--- src/rtl/core/vln_lane.sv ---
// One component lane: difference, magnitude and square, two stages.
// Depends on nothing beyond its ports.
`default_nettype none
module vln_lane #(
  parameter int W = 16
) (
  input  wire logic                clk,
  input  wire logic                ce,
  input  wire logic [W-1:0]        a,
  input  wire logic [W-1:0]        b,
  input  wire logic                is_dist,
  output logic      [2*W+1:0]      sq,
  output logic      [W:0]          mag,
  output logic                     neg
);
  logic signed [W:0] diff;
  logic        [W:0] mag_s1;
  logic              neg_s1;

  // component or difference, one bit wider
  always_comb begin
    if (is_dist) begin
      diff = $signed({a[W-1], a}) - $signed({b[W-1], b});
    end else begin
      diff = $signed({a[W-1], a});
    end
  end

  // stage 1: magnitude and sign
  always_ff @(posedge clk) begin
    if (ce) begin
      neg_s1 <= diff[W];
      mag_s1 <= diff[W] ? (W+1)'(-diff) : diff;
    end
  end

  // stage 2: square
  always_ff @(posedge clk) begin
    if (ce) begin
      sq  <= mag_s1 * mag_s1;
      mag <= mag_s1;
      neg <= neg_s1;
    end
  end
endmodule
`default_nettype wire

--- config.mk ---
export PLATFORM = sky130hd
export DESIGN_NAME = vln_lane
export DESIGN_NICKNAME = d
export VERILOG_FILES = /design/src/rtl/core/vln_lane.sv
export SDC_FILE = /design/constraint.sdc
export NUM_CORES = 1
export LEC_CHECK = 0
export ABC_AREA = 0
export BUFFER_PORTS_ARGS = -buffer_cell sky130_fd_sc_hd__buf_4
export CELL_PAD_IN_SITES_DETAIL_PLACEMENT = 1
export CELL_PAD_IN_SITES_GLOBAL_PLACEMENT = 1
export CORE_UTILIZATION = 40
export CTS_CLUSTER_SIZE = 8
export DETAILED_ROUTE_END_ITERATION = 8
export GPL_TIMING_DRIVEN = 0
export PLACE_DENSITY = 0.76
export SLEW_MARGIN = 0
export SYNTH_ARGS = -nofsm -noshare
export SYNTH_HDL_FRONTEND = slang
export SYNTH_SLANG_ARGS = --single-unit
--- constraint.sdc ---
create_clock -name clk -period 6.47 [get_ports clk]
set_clock_uncertainty 0.15 [all_clocks]
set_input_delay 0.647 -clock clk [delete_from_list [all_inputs] [get_ports clk]]
set_output_delay 0.647 -clock clk [all_outputs]
set_load 0.01 [all_outputs]
==> key figures <==
Synthesis
  • Area contributors post-synth: fa_1 33%, edfxtp_1 17%, ha_1 14%
  • Cells after Synth: 1206
  • Synth cell types: 68
  • Main synth FF type: edfxtp_1
  • Syn Area/Cell: approximately 9.7 sq um
  • Post-Syn Nets: 1562
  • Largest area contributor in the netlist: fa_1
  • Ys async rst share: 0
  • Cell area after synthesis: 11700 sq um
  • Synth Register Bits: 68
  • Yosys warns: 0
  • Top-area cell type share of the netlist area: 0.328
  • Post-synth EDFFs: 68
  • Sequential-to-total area share from yosys stat: 0.174

GRT
  • Global-route usage over all layers: 0.216
  • GR Overflow Total: 0
  • First-pass GRT wire length: just over 50000 um
  • Vias in the first global route: 9808
  • Largest net degree at the start of global routing: 69
  • Initial antenna violation count: 0

Placed design
  • Dpl hpwl: 24400 um
  • Port buffer count: 85
  • Placer Congestion: between 0.8 and 0.9
  • Placed inst area: 12800 sq um

Run status
  • Violated checks: setup timing
  • Status: finished with violations

Drt
  • First-pass DRT Iterations: 4
  • Final Routed Wirelength: 31300 um
  • Routed vias/inst: 5.01
  • Wirelength per Cell: 18.0 um
  • Iter 0 DRT Violations: 397
  • Routed Antenna Nets: 0
  • Via count of the routed design: 8723
  • DR DRC count: 0

Cells and area
  • Layout cells sized above 1: 0.179
  • Design area: ~14000 sq um
  • # diodes: 0
  • Final Util: 0.483
  • Area delta synth->final: 18.6%
  • Final #Nets: 1707

STA
  • Fin. Hold Viols: 0
  • Hold Slack: about 0.28 ns
  • Unrepaired setup endpoints after global routing: true
  • Setup Viol. Count Final: 1
  • Final Slew Violations: 0
  • Slew @ Worst Pin: 0.933 ns
  • Tightest slew margin relative to the limit: 0.378
  • Min cycle time layout: 6.53 ns
  • Fmax achieved: 0.153 GHz
  • Fin Setup TNS: -0.0565 ns
  • Setup slack after layout: -0.0565 ns
  • Final period util: 1.01

Die
  • Core area: 28800 sq um
  • Die H: 173 um
  • Initial core utilization: 0.407
  • I/O pins: 87
  • DIE AREA: 30000 sq um
  • DIE WIDTH: roughly 170 um
  • # rows: 62

Setup path
  • Worst EP required: 6.51 ns
  • Crit end category: flop
  • CP startpoint kind: flop
  • CP startpoint: mag_s1[11]
  • Setup Crit Path Kind: flop to flop
  • CP max stage cell: fa_1
  • Largest stage delay, worst path: roughly 0.52 ns
  • Worst-path fanout max: 5
  • Most Frequent Cell on Critical Path: fa_1
  • Worst path top cell family by delay: adder cells
  • CP Data Arrival Time: 6.57 ns
  • Sum of buffers and inverters on the critical path: 6
  • Crit Reg-Reg Startpoint: mag_s1[11]
  • Critical-path cell list: buf_4, inv_2, nor2_2, fa_1, inv_2, fa_1, fa_1, inv_2, fa_1, fa_1, inv_1, fa_1, inv_2, ha_4, a21o_1, a211oi_4, o21ai_4, a31oi_4, o22ai_4, or4_4, a2111o_1, o311ai_2

Flow run
  • Maxcap violations: 0

Clocking
  • Quantity of hold-fixing buffers added after cts: 0
  • CTS tree: yes
  • Clk sinks: between 60 and 70
  • Clock Tree Buf Depth: 2
  • Worst-path clk slew: 0.07 ns
  • TritonCTS Buffers: 9
  • Clock Latency Late Sink: 0.37 ns
  • H-tree Lvls: 3
  • Root Driver: clkbuf_16

Hold path
  • Hold_sp: neg_s1
  • Min-Delay Path Class: flop to flop
per-stage QoR:
step           setup WS, ns  std cells
2_1_floorplan         0.112       1206
5_1_grt              -0.262       1740
6_report            -0.0565       1740
3_3_place_gp          -1.07       1675
3_5_place_dp          -1.14       1675
4_1_cts            0.000295       1722
flip-flops by register name (all words and copies together), names as in the netlist:
register / cells
neg_s1: 1
sq: 33
mag_s1: 17
mag: 16
neg: 1
cells by family (layout without fill, tap and decap cells):
logic type	count (synthesis)	in the layout	share of synthesized area
DFF	68	68	0.174
and+or+nand+nor	267	267	0.113
other	1	1	0.000320
adders and majority gates	321	321	0.466
xor gates and xnor gates	62	62	0.0463
AOI/OAI and AO/OA	149	149	0.0883
buffers and inverters	332	482	0.107
muxes	6	6	0.00523
area by class of cell:
type	instances	area, sq um
plain buffers	26	213
clock buffers	9	225
clock inverters	7	80.1
fillers	3262	14900
inverters	304	1140
multi-input cells	806	8680
flip-flops and latches	68	2040
well taps	384	480
repair buffers	136	1050
Yosys cell counts (all sizes together), types with 4 or more instances:
library cell / n
fa: 192
o31ai: 4
and2: 53
nand2: 101
inv: 303
o211ai: 5
o2111a: 4
ha: 129
nand2b: 8
nand4: 4
nor2: 48
mux2i: 5
buf: 4
nor3: 13
or2: 5
a31oi: 9
clkbuf: 24
edfxtp: 68
xor2: 16
o21ai: 31
and3: 4
a21oi: 40
o21a: 4
a21o: 19
xnor2: 46
nor2b: 15
nand3: 5
layout by cell type, fill, tap and decap left out, types with 10 or more instances in the layout:
cell type / n
xnor2_1: 45
edfxtp_1: 68
ha_1: 121
inv_2: 10
nand2_1: 98
nor2b_1: 15
a21oi_1: 35
inv_1: 293
fa_1: 187
buf_4: 131
nor2_1: 47
and2_1: 49
xor2_1: 16
o21ai_0: 20
a21o_1: 19
worst register-to-register path, stage by stage (launching register included):
cell and delay (ns):
edfxtp_1 0.41, buf_4 0.18, inv_2 0.13, nor2_2 0.08
fa_1 0.52, inv_2 0.05, fa_1 0.52, fa_1 0.51
inv_2 0.04, fa_1 0.47, fa_1 0.49, inv_1 0.05
fa_1 0.52, inv_2 0.05, ha_4 0.23, a21o_1 0.18
a211oi_4 0.33, o21ai_4 0.15, a31oi_4 0.23, o22ai_4 0.11
or4_4 0.43, a2111o_1 0.43, o311ai_2 0.08
metal layers:
metal / up-vias / share of wire / GRT usage
met5: - / 0 / 0
li1: 4072 / - / -
met3: 43 / 0.026 / 0.0242
met1: 4426 / 0.42 / 0.264
met4: 0 / 0.022 / 0.0708
met2: 182 / 0.53 / 0.395
timing repair:
item / 4_1_cts / 5_1_grt
setup endpoints to repair: 16 / 9
endpoints found under the hold margin: 0 / 0
pin swaps: 15 / 25
gates resized for setup: 74 / 45
setup buffers: 33 / 18
cloned: 0 / 0
worst paths after layout:
check	endpoint	slack, ns	cells past startpoint
worst min register to register	neg	0.28	0
worst max-delay path	sq[31]	-0.06	22
worst min-delay path	neg	0.28	0
worst max register to register	sq[31]	-0.06	22
Power is not shown: default switching activity piles up to over one toggle a cycle in this logic, so the estimate is an artifact.
