## src/rtl/core/vln_sqrt.sv

```systemverilog
// Pipelined floor square root, one root bit per stage, with sideband.
// Depends on nothing beyond its ports.
`default_nettype none
module vln_sqrt #(
  parameter int SW     = 36,
  parameter int SIDE_W = 8
) (
  input  wire logic              clk,
  input  wire logic              ce,
  input  wire logic [SW-1:0]     radicand,
  input  wire logic [SIDE_W-1:0] side_in,
  output logic      [SW/2-1:0]   root,
  output logic      [SIDE_W-1:0] side_out
);
  localparam int RW   = SW / 2;
  localparam int REMW = RW + 3;

  logic [REMW-1:0]   rem_q  [0:RW];
  logic [RW-1:0]     root_q [0:RW];
  logic [SW-1:0]     rad_q  [0:RW];
  logic [SIDE_W-1:0] side_q [0:RW];

  assign rem_q[0]  = '0;
  assign root_q[0] = '0;
  assign rad_q[0]  = radicand;
  assign side_q[0] = side_in;

  for (genvar k = 0; k < RW; k++) begin : g_stage
    logic [REMW-1:0] rsh;
    logic [REMW-1:0] trial;
    logic            take;

    // bring down two radicand bits and try the next root bit
    always_comb begin
      rsh   = {rem_q[k][REMW-3:0], rad_q[k][SW-1-2*k -: 2]};
      trial = REMW'({root_q[k], 2'b01});
      take  = (rsh >= trial);
    end

    always_ff @(posedge clk) begin
      if (ce) begin
        rem_q[k+1]  <= take ? rsh - trial : rsh;
        root_q[k+1] <= {root_q[k][RW-2:0], take};
        rad_q[k+1]  <= rad_q[k];
        side_q[k+1] <= side_q[k];
      end
    end
  end

  assign root     = root_q[RW];
  assign side_out = side_q[RW];
endmodule
`default_nettype wire

```

## config.mk

```make
export PLATFORM = sky130hd
export DESIGN_NAME = vln_sqrt
export DESIGN_NICKNAME = d
export VERILOG_FILES = /design/src/rtl/core/vln_sqrt.sv
export SDC_FILE = /design/constraint.sdc
export NUM_CORES = 1
export LEC_CHECK = 0
export BUFFER_PORTS_ARGS = -buffer_cell sky130_fd_sc_hd__buf_2
export CELL_PAD_IN_SITES_DETAIL_PLACEMENT = 0
export CELL_PAD_IN_SITES_GLOBAL_PLACEMENT = 2
export CORE_AREA = 2 2 284 286
export CTS_BUF_LIST = sky130_fd_sc_hd__clkbuf_8
export DETAILED_ROUTE_END_ITERATION = 10
export DIE_AREA = 0 0 286 288
export GPL_TIMING_DRIVEN = 0
export HOLD_SLACK_MARGIN = 0.1
export PLACE_DENSITY = 0.84
export REMOVE_ABC_BUFFERS = 1
export SLEW_MARGIN = 20
export SYNTH_ARGS = -nofsm -noshare
export SYNTH_HDL_FRONTEND = slang
export SYNTH_SLANG_ARGS = --single-unit
```

## constraint.sdc

```tcl
create_clock -name clk -period 4.7 [get_ports clk]
set_input_delay 0.47 -clock clk [delete_from_list [all_inputs] [get_ports clk]]
set_output_delay 0.47 -clock clk [all_outputs]
set_load 0.1 [all_outputs]
```

==> flow_metrics.env <==
export IMPL_status="complete, no violations"
export IMPL_synth_distinct_cells=80
export IMPL_clock_skew_ns=0.0426
export IMPL_crit_path_max_incr_delay_ns=0.70
export IMPL_slowest_stage="o21ai_0"
export IMPL_final_instance_count_excl_fill=4277
export IMPL_die_w_um=286
export IMPL_design_area_sq_mm=0.0454
export IMPL_critPathMaxFanout=20
export IMPL_ys_seq_elements=922
export IMPL_nets=3337
export IMPL_post_drt_wl_per_cell_um=16.2
export IMPL_yosysMostFrequentCell="edfxtp_1"
export IMPL_cts_resized=0
export IMPL_synth_top_area_share_pct=68.9
export IMPL_multiInputGateArea_sq_mm=0.0115
export IMPL_synth_edff_count=922
export IMPL_synthFlopType="edfxtp_1"
export IMPL_cts_setup_buffers=0
export IMPL_rsz0062_at_grt="false"
export IMPL_dp_cells=3958
export IMPL_totalNegativeSetupSlack_ns=0
export IMPL_clk_path_buf_depth=3
export IMPL_relSlewSlack_pct=36.4
export IMPL_path_cells="ha_1 > o21ai_0 > a22oi_1 > o21ai_0 > o221ai_1 > nor3b_4 > buf_6 > inv_1 > mux2_2"
export IMPL_fill_cells=6383
export IMPL_maxCapViolCount=0
export IMPL_cts_tree="yes"
export IMPL_numCtsBuffers=155
export IMPL_cts_root_buffer="clkbuf_8"
export IMPL_required_ns=5.25
export IMPL_min_period_over_period_pct=77.9
export IMPL_power_density_mw_per_mm2=448
export IMPL_dr_pass1_iters=5
export IMPL_cp_arrival_ns=4.21
export IMPL_gp_congestion=0.867
export IMPL_num_rows=104
export IMPL_track_usage_pct=17.0
export IMPL_design_core_area_sq_mm=0.0796
export IMPL_clock_sinks=922
export IMPL_synth_warnings=0
export IMPL_regArea_sq_mm=0.0277
export IMPL_grt_pass1_vias=22000
export IMPL_yosysSeqAreaShare_pct=68.9
export IMPL_ctsHtreeMaxLevel=4
export IMPL_yosysTopAreaCell="edfxtp_1"
export IMPL_synthCells=2858
export IMPL_holdCritPathClass="in -> reg"
export IMPL_num_io_pins=72
export IMPL_synth_common_cells="edfxtp_1 (922), inv_1 (231), ha_1 (190), nand2_1 (190), nor2_1 (170)"
export IMPL_fin_hold_ws_ns=0.363
export IMPL_synthArstFlopShare_pct=0
export IMPL_synth_avg_cell_area_sq_um=14.1
export IMPL_critical_path_top_cell_by_count="o21ai_0"
export IMPL_start_kind="flip-flop"
export IMPL_placed_cell_area_sq_mm=0.0420
export IMPL_crit_buf_inv=2
export IMPL_wl_um=69400
export IMPL_die_area_sq_mm=0.0824
export IMPL_worstSetupPathType="reg -> reg"
export IMPL_antenna_found_initial=1
export IMPL_hpwl_um=47600
export IMPL_min_period_ns=3.66
export IMPL_peakVddDrop_mv=0.302
export IMPL_grt_pass1_wl_um=111000
export IMPL_hold_viol=0
export IMPL_route_detailed_drc=0
export IMPL_grt_overflow=0
export IMPL_ant_nets=0
export IMPL_vias=22400
export IMPL_die_y_um=288
export IMPL_clkTransAtPathRegs_ns=0.06
export IMPL_critPathCaptureType="flip-flop"
export IMPL_drive_gt1_share_pct=10.8
export IMPL_vias_per_cell=5.23
export IMPL_fmax_mhz=273
export IMPL_setup_viol=0
export IMPL_worst_pin_slew_ns=0.952
export IMPL_syn_area_sq_mm=0.0402
export IMPL_grt_max_degree=153
export IMPL_drtIter0Drc=1520
export IMPL_cts_hold_buf=46
export IMPL_cellLeakagePower_nw=17.4
export IMPL_critical_path_top_delay_family="compound AO/OA/AOI/OAI gates"
export IMPL_io_buffer_count=71
export IMPL_clock_latency_ns=0.81
export IMPL_start_util_pct=50.5
export IMPL_synthToLayoutAreaGrowth_pct=13.0
export IMPL_final_max_slew_violation_count=0
export IMPL_synthTopCellsByArea="edfxtp_1 (69%), ha_1 (5.9%), xnor2_1 (2.7%)"
-- worst paths after layout --
check	start	to	slack [ns]	cells after the start
worst min register to register	side_q[38]	side_q[30]	0.41	0
worst max-delay path	g_stage[14].rsh[2]	g_stage[15].rsh[12]	1.04	9
worst max register to register	g_stage[14].rsh[2]	g_stage[15].rsh[12]	1.04	9
worst min-delay path	radicand[22]	rad_q[634]	0.36	2
-- cell usage in the layout (no fill, tap or decap), drive strengths merged, types with 64 or more instances in the layout --
cell,n
a21oi,149
buf,85
clkbuf,155
edfxtp,922
ha,190
inv,285
nand2,191
nor2,170
nor3,64
o21ai,144
xnor2,126
xor2,103
-- cell type report --
type,instances,area share [%]
inverters,232,1.92
flip-flops and latches,922,60.9
repair buffers,131,2.38
diodes,1,0.00551
clock buffers,155,4.69
clock inverters,117,1.94
multi-input cells,1659,25.2
well taps,1060,2.92
-- layer usage --
metal	wire length [um]	vias up	share of wire, %	track usage, %
li1	-	11100	-	-
met1	33100	10700	48	23.7
met2	31400	455	45	26.2
met3	3400	117	4.9	3.90
met4	1440	0	2.1	5.84
met5	0	-	0	0
-- stage by stage --
stage                     setup slack [ns]  power (W)  utilization [%]
after floorplan                      0.937     0.0128                -
after global placement              -10.47     0.0139             52.3
after detailed placement             0.923     0.0137             52.7
after CTS                            0.878     0.0207             57.1
after global routing                 0.892     0.0215             57.1
final                                 1.04     0.0204             57.1
-- cell families after synthesis --
family,count (synthesis),synth area share (%)
simple gates,685,8.43
mux,45,1.24
other cells,1,0.00933
flops,922,68.9
compound gates,509,7.88
xor+xnor,229,4.99
buf+inv,277,2.69
fa+ha+maj,190,5.91
-- sequential cells by signal, summed over array words and instances, names as in the netlist --
| register | count |
|---|---|
| g_stage.rsh | 335 |
| g_stage.trial | 153 |
| rad_q | 272 |
| root | 18 |
| side_out | 8 |
| side_q | 136 |
-- worst register-to-register path, cell delays in order (launching register included) --
cell and delay (ns):
edfxtp_1 0.39, ha_1 0.37, o21ai_0 0.17, a22oi_1 0.22, o21ai_0 0.70, o221ai_1 0.37, nor3b_4 0.43, buf_6 0.25
inv_1 0.20, mux2_2 0.32
-- report_power, final --
part / switching (W) / internal, W / total (W)
clock: 0.00326 / 0.00351 / 0.00676
combinational: 0.00175 / 0.00126 / 0.00301
sequential: 0.000460 / 0.0101 / 0.0106
total: 0.00547 / 0.0149 / 0.0204
No activity file was read; power rests on OpenSTA's default activity.
