## src/rtl/core/vln_pkg.sv

```systemverilog
// Shared types and constants for the four-component vector unit.
// No dependencies.
`default_nettype none
package vln_pkg;
  // Operation codes
  typedef enum logic [2:0] {
    OP_NORM    = 3'd0,
    OP_MAG     = 3'd1,
    OP_MAG_SQ  = 3'd2,
    OP_DIST    = 3'd3,
    OP_DIST_SQ = 3'd4
  } op_t;

  localparam int QBITS   = 14;          // fraction bits of normalized result
  localparam int QW      = QBITS + 1;   // quotient width, covers 1.0
  localparam int SCALARW = 34;
  localparam int NORMW   = 16;
endpackage
`default_nettype wire

```

## src/rtl/core/vln_div.sv

```systemverilog
// Per-lane restoring divider: (mag << 14) / root, one quotient bit per stage.
// Depends on vln_pkg for the quotient width.
`default_nettype none
module vln_div #(
  parameter int MW = 17,
  parameter int RW = 18
) (
  input  wire logic                   clk,
  input  wire logic                   ce,
  input  wire logic [MW-1:0]          mag,
  input  wire logic                   neg,
  input  wire logic [RW-1:0]          root,
  output logic      [vln_pkg::QW-1:0] quot,
  output logic                        quot_neg
);
  localparam int NS = vln_pkg::QW;

  logic [RW:0]   rem_q  [0:NS];
  logic [RW-1:0] div_q  [0:NS];
  logic [NS-1:0] quo_q  [0:NS];
  logic          neg_q  [0:NS];

  // magnitude never exceeds root, so it fits the remainder as is
  assign rem_q[0] = (RW+1)'(mag);
  assign div_q[0] = root;
  assign quo_q[0] = '0;
  assign neg_q[0] = neg;

  for (genvar j = 0; j < NS; j++) begin : g_stage
    logic [RW:0] cur;
    logic        ge;

    // first stage yields the integer bit, later ones shift in zeros
    always_comb begin
      if (j == 0) begin
        cur = rem_q[j];
      end else begin
        cur = {rem_q[j][RW-1:0], 1'b0};
      end
      ge = (cur >= {1'b0, div_q[j]});
    end

    always_ff @(posedge clk) begin
      if (ce) begin
        rem_q[j+1] <= ge ? cur - {1'b0, div_q[j]} : cur;
        quo_q[j+1] <= {quo_q[j][NS-2:0], ge};
        div_q[j+1] <= div_q[j];
        neg_q[j+1] <= neg_q[j];
      end
    end
  end

  assign quot     = quo_q[NS];
  assign quot_neg = neg_q[NS];
endmodule
`default_nettype wire

```

## config.mk

```make
export PLATFORM = sky130hd
export DESIGN_NAME = vln_div
export DESIGN_NICKNAME = d
export VERILOG_FILES = /design/src/rtl/core/vln_pkg.sv /design/src/rtl/core/vln_div.sv
export SDC_FILE = /design/constraint.sdc
export NUM_CORES = 1
export LEC_CHECK = 0
export BUFFER_PORTS_ARGS = -buffer_cell sky130_fd_sc_hd__buf_4
export CORE_MARGIN = 10
export CORE_UTILIZATION = 50
export CTS_CLUSTER_DIAMETER = 30
export CTS_CLUSTER_SIZE = 28
export DETAILED_ROUTE_END_ITERATION = 10
export PLACE_DENSITY_LB_ADDON = 0.08
export SLEW_MARGIN = 20
export SYNTH_ARGS = -nofsm -noshare
export SYNTH_HDL_FRONTEND = slang
export SYNTH_SLANG_ARGS = --single-unit
```

## constraint.sdc

```tcl
create_clock -name clk -period 5.9 [get_ports clk]
set_clock_uncertainty 0.1 [all_clocks]
set_input_delay 0.59 -clock clk [delete_from_list [all_inputs] [get_ports clk]]
set_output_delay 0.59 -clock clk [all_outputs]
set_load 0.01 [all_outputs]
```

==> results.cfg <==
[timing]
fin_setup_tns_ps = 0
finalSetupViolCount = 0
fin_crit_ps = 3842
period_share_pct = 65.12
rsz0062_at_grt = false
worst_pin_slew_ps = 1032
fmax_ghz = 0.2603
final_max_slew_viol_count = 0
relSlewSlack_pct = 31.22
hold_viol_final = 0

[power]
ir_drop_uv = 366.5
power_density_nw_per_um2 = 565.0
power_mw = 23.22
leakagePower_nw = 16.86

[run]
cap_violations = 0

[critical_path]
end_kind = flop
worstPathArrival_ps = 4160
timing.rr.end = g_stage[2].cur[4]$_DFFE_PP_
worst-setup-path-type = input port to flop
reg2regPathDepth = 9
crit_fanout = 19
start_kind = input port
cp.required_ps = 6220
rrSetupSlack_ps = 2080
startpoint = root[0]
reg2reg_from = div_q[263]$_DFFE_PP_

[routing]
viasPerCell = 5.465
drc = 0
firstDrtPassIters = 7
ant_nets = 0
post_drt_wl_per_cell_um = 18.21
drtIter0Drc = 1402
vias = 21833
wl_um = 72750

[finish]
multi_input_area_um2 = 13940
nets = 3271
n_antenna_cell = 0
area_growth_pct = 18.72
seq_area_um2 = 19190
fill_cells = 5455
drive_gt1_share_pct = 16.91

[global_routing]
grt_use_total_pct = 17.97
grt_overflow = 0
antenna_found_initial = 1
grt_max_degree = 169
grt_pass1_vias = 22051
grt_pass1_wl_um = 116400

[floorplan]
start_util_pct = 50.47
fp.coreArea_um2 = 68590
io_pins = 54
fp.dieH_um = 283.1
fp.dieW_um = 283.1
placementRows = 96
dieArea_um2 = 80150

[synth]
synth_warnings = 0
async_reset_ff_share_pct = 0
syn_area_um2 = 34610
ys_ff_latch = 639
synthMuxAreaShare_pct = 6.583
synth_top_family_by_area = compound AO/OA/AOI/OAI gates
avgSynthCellArea_um2 = 12.50
synth-edff-count = 639
synth_cell_type_count = 78
netlist_instances = 2770
synth_adder_area_share_pct = 10.50
synth_top_area_share_pct = 55.44
synth_compound_area_share_pct = 11.12
yosysSeqAreaShare_pct = 55.44
synth.top_cells.by_count = 639 x edfxtp_1, 319 x inv_1, 268 x ha_1
syn_nets = 3090
yosysTopAreaCell = edfxtp_1
synth-simple-area-share_pct = 7.139
synth_xor_xnor_area_share_pct = 4.884
synth_area_leaders = edfxtp_1 55%, ha_1 9.7%, mux2_2 5.4%, inv_1 3.5%, xnor2_1 3.2%
yosysMostFrequentCell = edfxtp_1
synthFlopType = edfxtp_1

[clocking]
clk_path_buf_depth = 3
postCtsSetupBuffers = 0
numCtsBuffers = 144
clk_latency_ps = 690
htreeDepth = 4
cts_sinks = 639
cts.clk_slew.worst_paths_ps = 50
cts-root-buf = clkbuf_16
cts_repair_resize_count = 0
cts_tree = built

[place]
place_congestion = 0.9074
dp_hpwl_um = 52000
io_buffers = 53

[outcome]
run_status = completed

[min_path]
min_to = g_stage[1].cur[12]$_DFFE_PP_
min_from = mag[11]
hold_depth = 2
hold_path_class = input port to flop
==> critical path: stages <==
cell and delay, ps:
dlygate4sd3_1 550, buf_4 140, ha_1 200, fa_1 410, nor2b_1 180, o2111ai_1 150
nand3_1 150, and3b_1 250, nor3_1 70, o21ai_0 250, o21ai_0 210, a21oi_4 600
mux2_2 400
==> power breakdown <==
| group | total, mW | switching, mW | leakage, nW | internal (mW) |
|---|---|---|---|---|
| registers | 7.21 | 0.613 | 6.23 | 6.60 |
| clock network | 7.93 | 2.48 | 2.37 | 5.45 |
| logic | 8.07 | 4.22 | 8.26 | 3.85 |
| total | 23.2 | 7.31 | 16.9 | 15.9 |
==> cell families (layout without fill, tap and decap cells) <==
group | count (synthesis) | in the layout
flip-flops | 639 | 639
AO/OA/AOI/OAI | 589 | 589
AND/OR/NAND/NOR | 506 | 506
buffers and inverters | 366 | 660
adder cells (fa/ha/maj) | 282 | 282
multiplexers | 195 | 195
XOR/XNOR | 193 | 193
==> how the worst max path moves through the flow <==
stage / end / slack [ps]
after floorplan: g_stage[1].cur[11]$_DFFE_PP_ / 2390
after global placement: g_stage[1].cur[4]$_DFFE_PP_ / 1680
after detailed placement: g_stage[1].cur[11]$_DFFE_PP_ / 1720
after CTS: g_stage[1].cur[11]$_DFFE_PP_ / 1880
after global routing: g_stage[1].cur[11]$_DFFE_PP_ / 1770
final: g_stage[1].cur[11]$_DFFE_PP_ / 2060
==> routing by layer <==
metal | GRT usage, % | up-vias | part of all wire (%)
li1 | - | 10630 | -
met1 | 22.44 | 10543 | 44
met2 | 30.19 | 497 | 49
met3 | 3.378 | 161 | 4.2
met4 | 7.714 | 2 | 3.0
met5 | 0 | - | 0.018
==> area by class of cell <==
| class | instances | share of cell area (%) |
|---|---|---|
| Tap cell | 931 | 2.835 |
| Timing Repair Buffer | 81 | 1.736 |
| Multi-Input combinational cell | 1765 | 33.92 |
| Clock inverter | 97 | 2.698 |
| Sequential cell | 639 | 46.70 |
| Clock buffer | 162 | 9.192 |
| Inverter | 320 | 2.923 |
==> sequential cells by signal, indices dropped and copies added, names as in the netlist <==
register     flops
g_stage.cur    252
quot            15
quot_neg         1
div_q          252
neg_q           14
quo_q          105
==> cell usage in the layout (no fill, tap or decap), types with 34 or more instances in the layout <==
cell type / synthesis / layout
ha_1: 268 / 268
a21oi_1: 177 / 176
nor2_1: 151 / 151
clkbuf_16: 0 / 149
o21bai_1: 34 / 34
o21a_1: 36 / 36
o21ai_0: 104 / 103
nand2_1: 105 / 105
nor2b_1: 36 / 36
buf_4: 17 / 57
edfxtp_1: 639 / 639
inv_1: 319 / 319
a21o_1: 81 / 81
xnor2_1: 128 / 128
mux2_2: 165 / 165
xor2_1: 65 / 65
nand3_1: 48 / 48
nor3_1: 37 / 37
==> what timing repair did <==
| action | 4_1_cts | 5_1_grt |
|---|---|---|
| hold buffers | 19 | 0 |
| hold endpoints to repair | 19 | 0 |
| setup endpoints to repair | 0 | 0 |
==> stage by stage <==
stage	cells	setup WS (ps)	instance area, um2	utilization [%]	hold WS, ps
3_5_place_dp	3717	1720	36010	52.50	304.5
3_3_place_gp	3717	1675	36010	52.50	300.3
5_1_grt	3995	1770	41090	59.91	85.45
2_1_floorplan	2770	2392	34610	-	300.3
4_1_cts	3995	1880	41080	59.90	61.31
6_report	3995	2058	41090	59.91	115.9
No activity file was read; power rests on OpenSTA's default activity.
